**src/sv/fspa_ram.sv**
```systemverilog
// Generic single-write, single-read synchronous RAM with registered read data.
module fspa_ram #(
    parameter int WIDTH = 32,
    parameter int DEPTH = 128,
    localparam int AW = (DEPTH > 1) ? $clog2(DEPTH) : 1
) (
    input  logic             i_clk,
    input  logic             i_we,
    input  logic [AW-1:0]    i_waddr,
    input  logic [WIDTH-1:0] i_wdata,
    input  logic [AW-1:0]    i_raddr,
    output logic [WIDTH-1:0] o_rdata
);

    logic [WIDTH-1:0] r_mem [DEPTH];
    logic [WIDTH-1:0] r_rdata;

    // Write on enable, read every cycle
    always_ff @(posedge i_clk) begin
        if (i_we) begin
            r_mem[i_waddr] <= i_wdata;
        end
        r_rdata <= r_mem[i_raddr];
    end

    assign o_rdata = r_rdata;

endmodule

```
**config.mk**
```make
export PLATFORM = sky130hd
export DESIGN_NAME = fspa_ram
export DESIGN_NICKNAME = d
export VERILOG_FILES = /design/src/sv/fspa_ram.sv
export SDC_FILE = /design/constraint.sdc
export NUM_CORES = 2
export LEC_CHECK = 0
export BUFFER_PORTS_ARGS = -buffer_cell sky130_fd_sc_hd__buf_2
export CAP_MARGIN = 10
export CORE_ASPECT_RATIO = 1.1
export CORE_UTILIZATION = 50
export CTS_BUF_LIST = sky130_fd_sc_hd__clkbuf_4 sky130_fd_sc_hd__clkbuf_8
export DETAILED_ROUTE_END_ITERATION = 8
export PLACE_DENSITY_LB_ADDON = 0.15
export SLEW_MARGIN = 25
export SYNTH_ARGS = -nofsm -noshare
export SYNTH_HDL_FRONTEND = slang
export SYNTH_SLANG_ARGS = --single-unit
```
**constraint.sdc**
```tcl
create_clock -name i_clk -period 4.5 [get_ports i_clk]
set_clock_uncertainty 0.2 [all_clocks]
set_input_delay 0.9 -clock i_clk [delete_from_list [all_inputs] [get_ports i_clk]]
set_output_delay 0.9 -clock i_clk [all_outputs]
set_load 0.05 [all_outputs]
```
==> impl_metrics.py <==
metrics = {
    "run_status": {
        "outcome": "completed",
    },
    "cells_and_area": {
        "num-fill-cells": 21920,
        "nNetsFinal": 6866,
        "postLayoutCellArea_sq_um": 179000,
        "drive_gt1_frac": 0.409,
        "area_growth_pct": 14.7,
    },
    "floorplan": {
        "rows": 214,
        "core-area_sq_um": 310000,
        "die_w_um": 535,
        "dieArea_sq_um": 315000,
        "die_h_um": 588,
        "start_util": 0.504,
        "io_pins": 80,
    },
    "drt": {
        "routed_wl_um": 442000,
        "vias_per_cell": 6.37,
        "dr.pass1.iters": 5,
        "wl_per_cell_um": 38.4,
        "drtAntennaViolNets": 0,
        "num_vias": 73291,
        "drtIter0Drc": 9451,
        "drc": 0,
    },
    "worst_setup_path": {
        "rrSetupSlack_ns": 1.63,
        "required_ns": 3.40,
        "crit_cells": 1,
        "timing.rr.end": "o_rdata[22]$_DFF_P_",
        "reg2reg_from": "r_mem[119][22]$_DFFE_PP_",
        "worstPathArrival_ns": 2.40,
        "path_max_fanout": 1,
        "cp-endpoint": "o_rdata[25]",
        "ff2ff_path_depth": 4,
        "critPathLaunchType": "register",
        "crit_buf_inv": 1,
        "path_cells": "buf_2",
        "endpoint_kind": "output pin",
        "path_delay_family": "flip-flops",
        "startpoint": "o_rdata[25]$_DFF_P_",
        "cp_slowest_cell": "dfxtp_1",
        "cpPeakStageDelay_ns": 0.82,
        "worstSetupPathType": "reg -> out",
    },
    "yosys": {
        "syn_area_sq_um": 156000,
        "ys_ff_latch": 4128,
        "yosysUniqueCellTypes": 17,
        "ys_warn_count": 0,
        "yosysSeqAreaShare": 0.791,
        "avgSynthCellArea_sq_um": 26.1,
        "syn_nets": 6038,
        "synthCells": 5990,
    },
    "timing": {
        "drv_slew": 0,
        "hold_viol_final": 0,
        "rsz0062_at_grt": "no",
        "maxSlewHeadroom": 0.288,
        "finalSetupViolCount": 0,
        "fin_setup_tns_ns": 0,
        "tightest_slew_ns": 1.07,
        "worst_slack_ns": 0.998,
        "fin_crit_ns": 3.50,
        "hold-worst-slack_ns": 0.0312,
        "finalCritPeriodShare": 0.778,
        "fmax_mhz": 286,
    },
    "cts": {
        "clock_latency_ns": 1.21,
        "numCtsBuffers": 649,
        "cts.sinks": 4128,
        "post-cts-setup-buffers": 0,
        "tritoncts": "done",
        "root_buffer": "clkbuf_8",
        "clk_path_buf_depth": 4,
        "cts_htree_levels": 6,
        "clk_pin_slew_worst_paths_ns": 0.06,
    },
    "grt": {
        "grt_pass1_wl_um": 606000,
        "grt_pass1_vias": 74778,
        "grt_max_degree": 129,
        "track_usage": 0.283,
        "antenna_found_initial": 58,
        "overflow": 0,
    },
    "place": {
        "place_ws_ns": 0.108,
        "io_buffers": 79,
        "gp_congestion": 0.827,
        "dp_hpwl_um": 247000,
        "placed_cell_area_sq_um": 167000,
    },
    "pwr": {
        "vdd_drop_max_mv": 0.398,
        "power.density_nw_per_um2": 435,
        "leakage_nw": 55.5,
    },
    "flow_run": {
        "maxCapViolCount": 0,
    },
    "hold_path": {
        "hold_class": "in -> reg",
    },
}
-- Yosys cell counts, drive strengths merged --
master  instances  share of area
nor2b           7        0.00028
mux4         1344           0.19
mux2           32         0.0023
nor3            9        0.00029
clkbuf        182         0.0044
edfxtp       4096           0.79
or3             1       0.000040
nor2          122         0.0029
nand4           3        0.00012
nand2b          2       0.000080
dfxtp          32         0.0041
buf           134         0.0040
nand3          12        0.00038
nand2          14        0.00034
-- registers in the layout, summed over array words and instances, names as in the netlist --
| register | count |
|---|---|
| r_mem | 4096 |
| o_rdata | 32 |
-- layout make-up --
class / count / area, sq um / area share
well taps: 4104 / 5130 / 0.0286
repair buffers: 493 / 5570 / 0.0310
multi-input cells: 1546 / 32300 / 0.180
clock inverters: 257 / 1510 / 0.00839
flip-flops and latches: 4128 / 124000 / 0.690
clock buffers: 894 / 11000 / 0.0612
diodes: 76 / 190 / 0.00106
-- cells by family (layout without fill, tap and decap cells) --
| family | Yosys count | count (layout) | share of synthesized area |
|---|---|---|---|
| other | 0 | 76 | 0 |
| multiplexers | 1376 | 1376 | 0.196 |
| flip-flops | 4128 | 4128 | 0.791 |
| AND/OR/NAND/NOR | 170 | 170 | 0.00446 |
| buffers and inverters | 316 | 1644 | 0.00839 |
-- cells in the final DEF (no fill, tap or decap), types with 32 or more instances in the layout --
cell type	n
mux4_2	1344
edfxtp_1	4096
buf_4	282
buf_12	151
buf_2	40
diode_2	76
dfxtp_1	32
clkbuf_4	213
clkinv_2	47
clkinv_1	154
clkbuf_8	681
mux2_2	32
nor2_4	119
-- what timing repair did --
item,in CTS,in global routing
hold buffers,6,2
gates resized for setup,0,0
hold endpoints to repair,182,5
-- report_power, final --
group          switching, mW  leakage, nW  internal (mW)  total (mW)
clock network           14.6         6.59           16.3        30.8
logic                   2.84         11.8           1.69        4.53
registers              0.185         37.1           42.5        42.7
total                   17.6         55.5           60.4        78.0
-- metrics by stage --
stage / total power [mW] / cells / util
after floorplan: 45.6 / 5990 / -
after global placement: 48.0 / 10262 / 0.537
after detailed placement: 48.0 / 10263 / 0.538
after CTS: 78.6 / 11420 / 0.578
after global routing: 80.3 / 11486 / 0.579
final: 78.0 / 11498 / 0.579
-- per-layer routing --
layer | wire, um | track usage | up-vias
met3 | 36200 | 0.0492 | 614
met2 | 221000 | 0.461 | 3762
met4 | 15200 | 0.101 | 22
li1 | - | - | 28267
met5 | 135 | 0 | -
met1 | 169000 | 0.389 | 40626
-- worst min-delay path by stage --
stage                        startpoint                 endpoint  slack [ns]  cells past startpoint
2_1_floorplan                i_wdata[0]    r_mem[0][0]$_DFFE_PP_        0.80                      0
3_3_place_gp     r_mem[52][0]$_DFFE_PP_       o_rdata[0]$_DFF_P_        0.93                      4
3_5_place_dp   r_mem[122][31]$_DFFE_PP_      o_rdata[31]$_DFF_P_        0.93                      4
4_1_cts                     i_wdata[31]  r_mem[32][31]$_DFFE_PP_       0.008                      1
5_1_grt                     i_wdata[11]  r_mem[41][11]$_DFFE_PP_       0.002                      1
6_report                    i_wdata[11]  r_mem[41][11]$_DFFE_PP_        0.03                      1
No activity file was read; power rests on OpenSTA's default activity.
