$ cat src/sv/fspa_pkg.sv
// Shared types, codes and constants for the fixed slot pool allocator.
package fspa_pkg;

    // Field and register widths
    localparam int ACT_W    = 2;
    localparam int SIZE_W   = 32;
    localparam int ADDR_W   = 48;
    localparam int CNT_W    = 8;
    localparam int STAT_W   = 2;
    localparam int IDXO_W   = 7;
    localparam int CFGIDX_W = 2;
    localparam int CFG_W    = 48;

    // Default number of slot entries in the size memory
    localparam int SLOTS_DEF = 128;

    // Register reset values
    localparam logic [ADDR_W-1:0] POOL_BASE_RST  = '0;
    localparam logic [SIZE_W-1:0] POOL_BYTES_RST = 32'd65536;
    localparam logic [CNT_W-1:0]  SLOT_COUNT_RST = 8'd128;

    // Configuration register indexes
    localparam logic [CFGIDX_W-1:0] CFG_POOL_BASE  = 2'd0;
    localparam logic [CFGIDX_W-1:0] CFG_POOL_BYTES = 2'd1;
    localparam logic [CFGIDX_W-1:0] CFG_SLOT_COUNT = 2'd2;

    // Action codes; the unused code behaves as locate
    localparam logic [ACT_W-1:0] ACT_ALLOC   = 2'd0;
    localparam logic [ACT_W-1:0] ACT_LOCATE  = 2'd1;
    localparam logic [ACT_W-1:0] ACT_RELEASE = 2'd2;

    // Result status codes
    localparam logic [STAT_W-1:0] ST_OK      = 2'd0;
    localparam logic [STAT_W-1:0] ST_NO_FREE = 2'd1;
    localparam logic [STAT_W-1:0] ST_NULL    = 2'd2;
    localparam logic [STAT_W-1:0] ST_OUTSIDE = 2'd3;

    // Divider status towards the controller
    typedef struct packed {
        logic busy;
        logic done;
    } t_div_stat;

endpackage

$ cat src/sv/fspa_div.sv
// Radix-2 restoring divider: one quotient bit per cycle.
module fspa_div (
    input  logic                       i_clk,
    input  logic                       i_rst_n,
    input  logic                       i_start,
    input  logic [fspa_pkg::SIZE_W-1:0] i_dividend,
    input  logic [fspa_pkg::SIZE_W-1:0] i_divisor,
    output fspa_pkg::t_div_stat        o_stat,
    output logic [fspa_pkg::SIZE_W-1:0] o_quotient,
    output logic [fspa_pkg::SIZE_W-1:0] o_remainder
);
    import fspa_pkg::*;

    localparam int STEP_W = $clog2(SIZE_W);

    logic [SIZE_W-1:0] r_quo;
    logic [SIZE_W-1:0] r_rem;
    logic [SIZE_W-1:0] r_dvs;
    logic [STEP_W-1:0] r_step;
    logic              r_busy;
    logic              r_done;
    logic [SIZE_W:0]   rem_sh;
    logic [SIZE_W:0]   diff;

    // Shift in the next dividend bit and try the subtraction
    always_comb begin
        rem_sh = {r_rem, r_quo[SIZE_W-1]};
        diff   = rem_sh - {1'b0, r_dvs};
    end

    // Hold operands and step once per cycle while busy
    always_ff @(posedge i_clk) begin
        if (!i_rst_n) begin
            r_busy <= 1'b0;
            r_done <= 1'b0;
            r_step <= '0;
        end else begin
            r_done <= 1'b0;
            if (i_start && !r_busy) begin
                r_quo  <= i_dividend;
                r_rem  <= '0;
                r_dvs  <= i_divisor;
                r_step <= '0;
                r_busy <= 1'b1;
            end else if (r_busy) begin
                if (!diff[SIZE_W]) begin
                    r_rem <= diff[SIZE_W-1:0];
                    r_quo <= {r_quo[SIZE_W-2:0], 1'b1};
                end else begin
                    r_rem <= rem_sh[SIZE_W-1:0];
                    r_quo <= {r_quo[SIZE_W-2:0], 1'b0};
                end
                r_step <= r_step + 1'b1;
                if (r_step == STEP_W'(SIZE_W - 1)) begin
                    r_busy <= 1'b0;
                    r_done <= 1'b1;
                end
            end
        end
    end

    assign o_stat.busy = r_busy;
    assign o_stat.done = r_done;
    assign o_quotient  = r_quo;
    assign o_remainder = r_rem;

endmodule

$ cat config.mk
export PLATFORM = sky130hd
export DESIGN_NAME = fspa_div
export DESIGN_NICKNAME = d
export VERILOG_FILES = /design/src/sv/fspa_pkg.sv /design/src/sv/fspa_div.sv
export SDC_FILE = /design/constraint.sdc
export NUM_CORES = 1
export LEC_CHECK = 0
export BUFFER_PORTS_ARGS = -buffer_cell sky130_fd_sc_hd__buf_4
export CAP_MARGIN = 10
export CELL_PAD_IN_SITES_DETAIL_PLACEMENT = 1
export CELL_PAD_IN_SITES_GLOBAL_PLACEMENT = 1
export CORE_MARGIN = 5
export CORE_UTILIZATION = 38
export CTS_CLUSTER_SIZE = 12
export DETAILED_ROUTE_END_ITERATION = 16
export GPL_TIMING_DRIVEN = 0
export PLACE_DENSITY = 0.74
export RECOVER_POWER = 50
export SLEW_MARGIN = 20
export SYNTH_ARGS = -nofsm -noshare
export SYNTH_HDL_FRONTEND = slang
export SYNTH_SLANG_ARGS = --single-unit
$ cat constraint.sdc
create_clock -name i_clk -period 3.12 [get_ports i_clk]
set_clock_uncertainty 0.15 [all_clocks]
set_input_delay 0.468 -clock i_clk [delete_from_list [all_inputs] [get_ports i_clk]]
set_output_delay 0.468 -clock i_clk [all_outputs]
set_load 0.01 [all_outputs]
==> key figures, run 1 <==
Status
  – Status: finished, final reports clean

Worst setup path
  – Most frequent cell on the critical path: buf_12
  – Crit. End Element: flip-flop
  – WP data required: 3.07 ns
  – CP max FO: 10
  – Setup Crit Path Kind: flip-flop to flip-flop
  – Crit start category: flip-flop
  – Crit path cell chain: ha_1 -> buf_4 -> nand4_1 -> or3_4 -> o31ai_4 -> a21oi_2 -> a2bb2oi_4 -> buf_12 -> buf_12 -> mux2i_4 -> nor2_1
  – Largest stage delay, worst path: around 0.43 ns
  – Slowest-stage cell, CP: or3_4
  – Arr. time, crit path: slightly above 3 ns

STA
  – Slew @ Worst Pin: 1.16 ns
  – Setup violations, final: 0
  – Period utilization: ~100%
  – RSZ-0062 raised after global routing: true
  – Final min period: slightly above 3 ns
  – Final Hold Vio Count: 0
  – F_max: 321 MHz
  – Relative slew slack: between 20% and 30%
  – Slew Limit Fails: 0

Floorplanning
  – Core footprint: 0.0157 sq mm
  – Die Span X: roughly 140 um
  – # IOs: 133
  – Die area: about 0.018 sq mm
  – Row cnt: between 40 and 50
  – Die H: 136 um
  – Initial core utilization: between 30% and 40%

Power
  – VDD IR max: 0.000306 V
  – P_leak: around 0.0032 uW
  – Total power: 4370 uW
  – PwrDens: 571 mW/mm^2

Finish
  – Share of layout cells above drive strength 1: 19.0%
  – Fill count: 1805
  – Final instance area: 0.00765 sq mm
  – FF/Latch Area: 0.00302 sq mm
  – Commonest non-fill, non-tap cells in the layout: nand2_1, edfxtp_1, clkbuf_1
  – Final Non-Filler Cells: 970
  – Nets: between 800 and 900
  – Antenna diode count: 0
  – Area Overhead vs Synth: 27.5%
  – Multi-input logic area: around 0.0028 sq mm
  – Commonest non-fill, non-tap cell in the layout: nand2_1

Synthesis
  – Syn avg cell area: 10.1 sq um
  – Post-synth EDFFs: 96
  – Syn Inst Count: roughly 590
  – Net Count, Synth: 696
  – Dominant synthesized flop cell: edfxtp_1
  – Syn Std Cell Area: approximately 0.0060 sq mm
  – Synth cell types: 50
  – Ys Warns: 0
  – Synth Register Bits: 103
  – Post-synthesis sequential area ratio: between 50% and 60%
  – Synth area leader: edfxtp_1
  – Synth top area cells: edfxtp_1, nand2_1, ha_1, mux2i_1, a21oi_1
  – Area share of the largest cell type after synthesis: 48.0%
  – FFs w/ async S/R, synth: 0%

CTS
  – Reg clk slew, reported paths: 0.08 ns
  – Max Root-Sink Buffers: 2
  – CTS root buf: clkbuf_16
  – CTS sink count: 103
  – Clk_lat worst skew: 0.36 ns
  – CTS H-tree lvls: 3
  – CTS tree: done
  – Total CTS buffers: 9

Global route
  – Total grt overflow: 0
  – Vias in the first global route: roughly 5300
  – Largest net degree at the start of global routing: 46
  – Initial antenna violation count: 0
  – Tot GR Track Use: 18.8%
  – Global-route wire length before repair: 27200 um

Drt
  – Total Wirelength: 17200 um
  – Routed vias/inst: 5.10
  – Via Count: 4947
  – Drt wl/cell: 17.8 um
  – First DRT Iteration DRCs: approximately 280
  – Router iterations before antenna repair: 4
  – DRT antenna net count: 0
  – DRC viols: 0

Hold path
  – Hold Path Class: input port to flip-flop

Run
  – Max cap viols: 0

Placed design
  – Routability cong.: 0.920
  – Placed cells: 944
  – Post-detail-place hpwl: 13000 um
  – Dpl cell area: 0.00733 sq mm
  – Port-buffer cells: about 130
==> through the flow <==
stage	setup TNS [ns]	utilization, %	hold slack (ns)	worst slack (ns)
floorplan	0	-	0.388	0.00617
global placement	-60.35	46.2	0.376	-0.532
detailed placement	-14.48	46.6	0.385	-0.550
CTS	-0.0748	49.4	0.113	-0.0253
global route	-0.567	48.7	0.127	-0.0713
finish	0	48.7	0.149	0.00172
==> registers in the layout, summed over array words and instances, names as in the netlist <==
name,flops
r_done,1
o_quotient,32
r_busy,1
r_dvs,32
o_remainder,32
r_step,5
==> cell usage after synthesis (2+ instances only) <==
library cell and number:
o21a_1 6, buf_8 4, o21ai_0 20, and2_1 6, xnor2_1 20, a31oi_1 3, nor2b_1 7, nand2_1 127
a21oi_1 37, nor3b_1 6, dfxtp_1 7, buf_4 4, nor2_1 45, xor2_1 8, buf_2 4, nand3_1 8
inv_1 41, a21boi_0 3, ha_1 34, and3_1 4, a21o_1 7, clkbuf_1 12, o22ai_1 2, a211oi_1 5
nand2b_1 5, a21oi_2 2, edfxtp_1 96, nor3_1 5, nand4_1 11, mux2i_1 25, o21bai_1 4, o211ai_1 8
==> critical path: cells and delay by family, from the launching register on <==
kind            cells  cell delay, ns
mux                 1            0.25
compound gates      3            0.57
fa+ha+maj           1            0.30
simple gates        3            0.68
buf+inv             3            0.47
flops               1            0.42
==> final cells by class <==
| class | instances | area share, % |
|---|---|---|
| flip-flops and latches | 103 | 39.5 |
| multi-input cells | 425 | 36.5 |
| repair buffers | 145 | 12.0 |
| well taps | 216 | 3.53 |
| clock buffers | 9 | 2.94 |
| plain buffers | 24 | 2.31 |
| inverters | 41 | 2.01 |
| clock inverters | 7 | 1.14 |
==> path summary, 6_finish.rpt <==
| path | endpoint | from | slack, ns | cells after the start |
|---|---|---|---|---|
| setup reg to reg | o_remainder[28] | o_remainder[15] | 0.002 | 11 |
| hold reg to reg | o_quotient[15] | o_quotient[14] | 0.40 | 2 |
| hold / removal | r_dvs[6] | i_divisor[6] | 0.15 | 1 |
| setup / recovery | o_remainder[28] | o_remainder[15] | 0.002 | 11 |
==> layer usage <==
layer / vias to the layer above / GRT usage (%) / part of all wire, % / routed length [um]
met5: - / 0 / 0 / 0
met4: 0 / 5.21 / 2.0 / 353
met3: 31 / 6.72 / 7.5 / 1300
met2: 134 / 32.7 / 50 / 8580
met1: 2391 / 21.9 / 41 / 7010
li1: 2391 / - / - / -
==> repair_timing <==
action	in CTS	in global routing
setup buffers	5	5
pin swaps	4	6
hold buffers	0	0
setup endpoints to repair	33	30
gates cloned	0	1
gates resized for setup	14	21
==> report_power, final <==
group          internal, uW  total, uW  switching [uW]
clock                   642       1220             577
combinational           623       1400             777
sequential             1670       1750            80.3
total                  2940       4370            1430
==> cell families after synthesis <==
| logic type | synth area share (%) |
|---|---|
| AOI/OAI and AO/OA | 12.0 |
| xor gates and xnor gates | 4.08 |
| adders and majority gates | 7.42 |
| buffers and inverters | 5.33 |
| DFF | 50.3 |
| muxes | 4.17 |
| and+or+nand+nor | 16.7 |
Power figures use the tool's default switching activity.
==> inputs of run 2 (changes only) <==
--- a/constraint.sdc
+++ b/constraint.sdc
@@ -3,3 +3,3 @@
 set_input_delay 0.468 -clock i_clk [delete_from_list [all_inputs] [get_ports i_clk]]
 set_output_delay 0.468 -clock i_clk [all_outputs]
-set_load 0.01 [all_outputs]
+set_load 0.1 [all_outputs]
==> key figures, run 2 (synthesized netlist as in run 1, its figures left out) <==
Power
  – Register share of total power: 35.9% (was 40.1%)
  – P_int: 2870 uW (was 2940 uW)
  – P_leak: 0.00322 uW (was 0.00321 uW)
  – Switching Share: 41.5% (was 32.8%)
  – Share of power burned in the clock network: 23.0% (was 27.9%)
  – Psw: 2030 uW (was 1430 uW)
  – VDD IR max: 0.000297 V (was 0.000306 V)
  – PwrDens: 634 mW/mm^2 (was 571 mW/mm^2)
  – Logic pwr share: 41.1% (was 32.0%)

Worst setup path
  – Crit. End Element: flip-flop (unchanged)
  – CP max FO: 7 (was 10)
  – Setup Crit Path Kind: flip-flop to flip-flop (unchanged)
  – Crit path cell chain: ha_4 -> a2111oi_0 -> o21ai_0 -> o21a_1 -> o21ai_2 -> a211oi_2 -> o21bai_1 -> a32oi_1 -> xnor2_1 -> o22ai_2 (was ha_1 -> buf_4 -> nand4_1 -> or3_4 -> o31ai_4 -> a21oi_2 -> a2bb2oi_4 -> buf_12 -> buf_12 -> mux2i_4 -> nor2_1)
  – Worst reg-to-reg path cell count: 10 (was 11)
  – RR Startpoint: o_remainder[7] (was o_remainder[15])
  – WP data required: 3.07 ns (about the same)
  – Slowest-stage cell, CP: a2111oi_0 (was or3_4)
  – FF-to-FF End: o_remainder[31] (was o_remainder[28])
  – Largest stage delay, worst path: 0.50 ns (was 0.43 ns)
  – Arr. time, crit path: 3.24 ns (was 3.06 ns)
  – Crit start category: flip-flop (unchanged)
  – FF-to-FF setup slack: -0.17 ns (was 0.002 ns)

Finish
  – Fill count: 1822 (was 1805)
  – Nets: 854 (was 851)
  – Final Non-Filler Cells: 973 (was 970)
  – Fin util: 49.2% (was 48.7%)
  – Area Overhead vs Synth: 28.7% (was 27.5%)
  – FF/Latch Area: 0.00302 sq mm (unchanged)
  – Multi-input logic area: 0.00289 sq mm (was 0.00280 sq mm)
  – Antenna diode count: 0 (unchanged)
  – Commonest non-fill, non-tap cells in the layout: nand2_1, edfxtp_1, clkbuf_1 (unchanged)
  – Share of layout cells above drive strength 1: 20.2% (was 19.0%)
  – Commonest non-fill, non-tap cell in the layout: nand2_1 (unchanged)

STA
  – Final worst slack: -0.170 ns (was 0.00172 ns)
  – RSZ-0062 raised after global routing: true (unchanged)
  – Period utilization: 105% (was 99.9%)
  – Final min period: 3.29 ns (was 3.12 ns)
  – Final Hold Vio Count: 0 (unchanged)
  – F_max: 304 MHz (was 321 MHz)
  – Setup violations, final: 17 (was 0)
  – Slew Limit Fails: 0 (unchanged)
  – Relative slew slack: 17.0% (was 22.5%)
  – Setup TNS: -0.646 ns (was 0 ns)
  – Slew @ Worst Pin: 1.25 ns (was 1.16 ns)

CTS
  – CTS sink count: 103 (unchanged)
  – CTS root buf: clkbuf_16 (unchanged)
  – Reg clk slew, reported paths: 0.08 ns (about the same)
  – CTS tree: done (unchanged)
  – CTS H-tree lvls: 3 (unchanged)
  – Total CTS buffers: 9 (unchanged)
  – Max Root-Sink Buffers: 2 (unchanged)
  – Hold-fix buffers, CTS: 0 (unchanged)
  – Clk_lat worst skew: 0.36 ns (about the same)

Floorplanning
  – Die Span X: 136 um (unchanged)
  – Row cnt: 46 (unchanged)
  – Die H: 136 um (unchanged)
  – # IOs: 133 (unchanged)
  – Initial core utilization: 38.2% (unchanged)
  – Core footprint: 0.0157 sq mm (unchanged)
  – Die area: 0.0184 sq mm (unchanged)

Hold path
  – Hold_sp: i_divisor[31] (was i_divisor[6])
  – Min-Delay Endpoint: r_dvs[31] (was r_dvs[6])
  – WHS Path Cells: 1 (unchanged)
  – Hold Path Class: input port to flip-flop (unchanged)

Drt
  – Routed wl met3: 1070 um (was 1300 um)
  – Metal2 WL: 8840 um (was 8580 um)
  – Drt wl/cell: 17.9 um (was 17.8 um)
  – DRC viols: 0 (unchanged)
  – DRT antenna net count: 0 (unchanged)
  – Routed vias/inst: 5.07 (was 5.10)
  – Max Used Layer: met4 (unchanged)
  – Router iterations before antenna repair: 4 (unchanged)
  – Total Wirelength: 17400 um (was 17200 um)
  – Via Count: 4936 (was 4947)
  – Met1 Routed Length: 7210 um (was 7010 um)
  – First DRT Iteration DRCs: 178 (was 281)

Run
  – Max cap viols: 0 (unchanged)

Global route
  – Global-route wire length before repair: 27200 um (about the same)
  – Tot GR Track Use: 18.9% (was 18.8%)
  – Initial antenna violation count: 0 (unchanged)
  – Total grt overflow: 0 (unchanged)
  – Vias in the first global route: 5278 (was 5292)
  – Largest net degree at the start of global routing: 41 (was 46)

Status
  – Status: finished, violations left (was finished, final reports clean)
  – Failing checks: negative setup slack

Placed design
  – Routability cong.: 0.930 (was 0.920)
  – Post-detail-place hpwl: 12900 um (was 13000 um)
  – Port-buffer cells: 132 (unchanged)
  – Placed cells: 944 (unchanged)
-- run 2: through the flow --
| step | area [sq um] | hold slack, ns | power, uW | worst slack (ns) |
|---|---|---|---|---|
| after floorplan | 6030 | 0.388 | 3240 | -0.478 |
| after global placement | 7290 | 0.375 | 3650 | -0.599 |
| after detailed placement | 7350 | 0.395 | 3710 | -0.339 |
| after CTS | 7740 | 0.110 | 4900 | -0.00218 |
| after global routing | 7730 | 0.123 | 5140 | -0.331 |
| final | 7730 | 0.148 | 4900 | -0.170 |
-- run 2: layout make-up --
type | count | share of cell area, %
clock buffer | 10 | 2.96
clock inverter | 6 | 0.664
timing repair buffer | 147 | 12.0
multi-input combinational | 425 | 37.5
buffer | 25 | 2.32
tap | 216 | 3.50
sequential | 103 | 39.1
inverter | 41 | 1.99
-- run 2: repair_timing --
| item | 4_1_cts | 5_1_grt |
|---|---|---|
| hold endpoints to repair | 0 | 0 |
| buffers inserted | 8 | 4 |
| endpoints found under the setup margin | 33 | 33 |
| pin swaps | 5 | 15 |
| cloned | 0 | 1 |
| resized for setup | 10 | 36 |
-- run 2: worst max-delay path by stage --
stage                   start              end  slack [ns]  depth (start not counted)
2_1_floorplan  o_quotient[31]  o_remainder[23]       -0.48                         13
3_3_place_gp           r_busy  o_remainder[17]       -0.60                          2
3_5_place_dp   o_remainder[8]  o_remainder[23]       -0.34                         11
4_1_cts        o_quotient[31]  o_remainder[24]      -0.002                         13
5_1_grt        o_remainder[7]  o_remainder[31]       -0.33                         10
6_report       o_remainder[7]  o_remainder[31]       -0.17                         10
-- run 2: power groups by stage --
stage	Clock [uW]	Combinational, uW	Sequential [uW]
final	1120	2010	1760
after floorplan	0	847	2390
after global placement	0	1860	1790
after global routing	1220	2160	1770
after CTS	1150	1990	1760
after detailed placement	0	1920	1790
-- run 2: worst max-delay path, delay by kind of cell, from the launching register on --
kind,cells,cell delay (ns)
AO/OA/AOI/OAI,8,1.80
XOR/XNOR,1,0.29
adder cells (fa/ha/maj),1,0.31
flip-flops,1,0.47
-- run 2: routing by layer --
metal	vias to the layer above	GRT usage, %
met1	2393	21.9
met5	-	0
met2	117	33.2
li1	2398	-
met3	28	6.72
met4	0	5.15
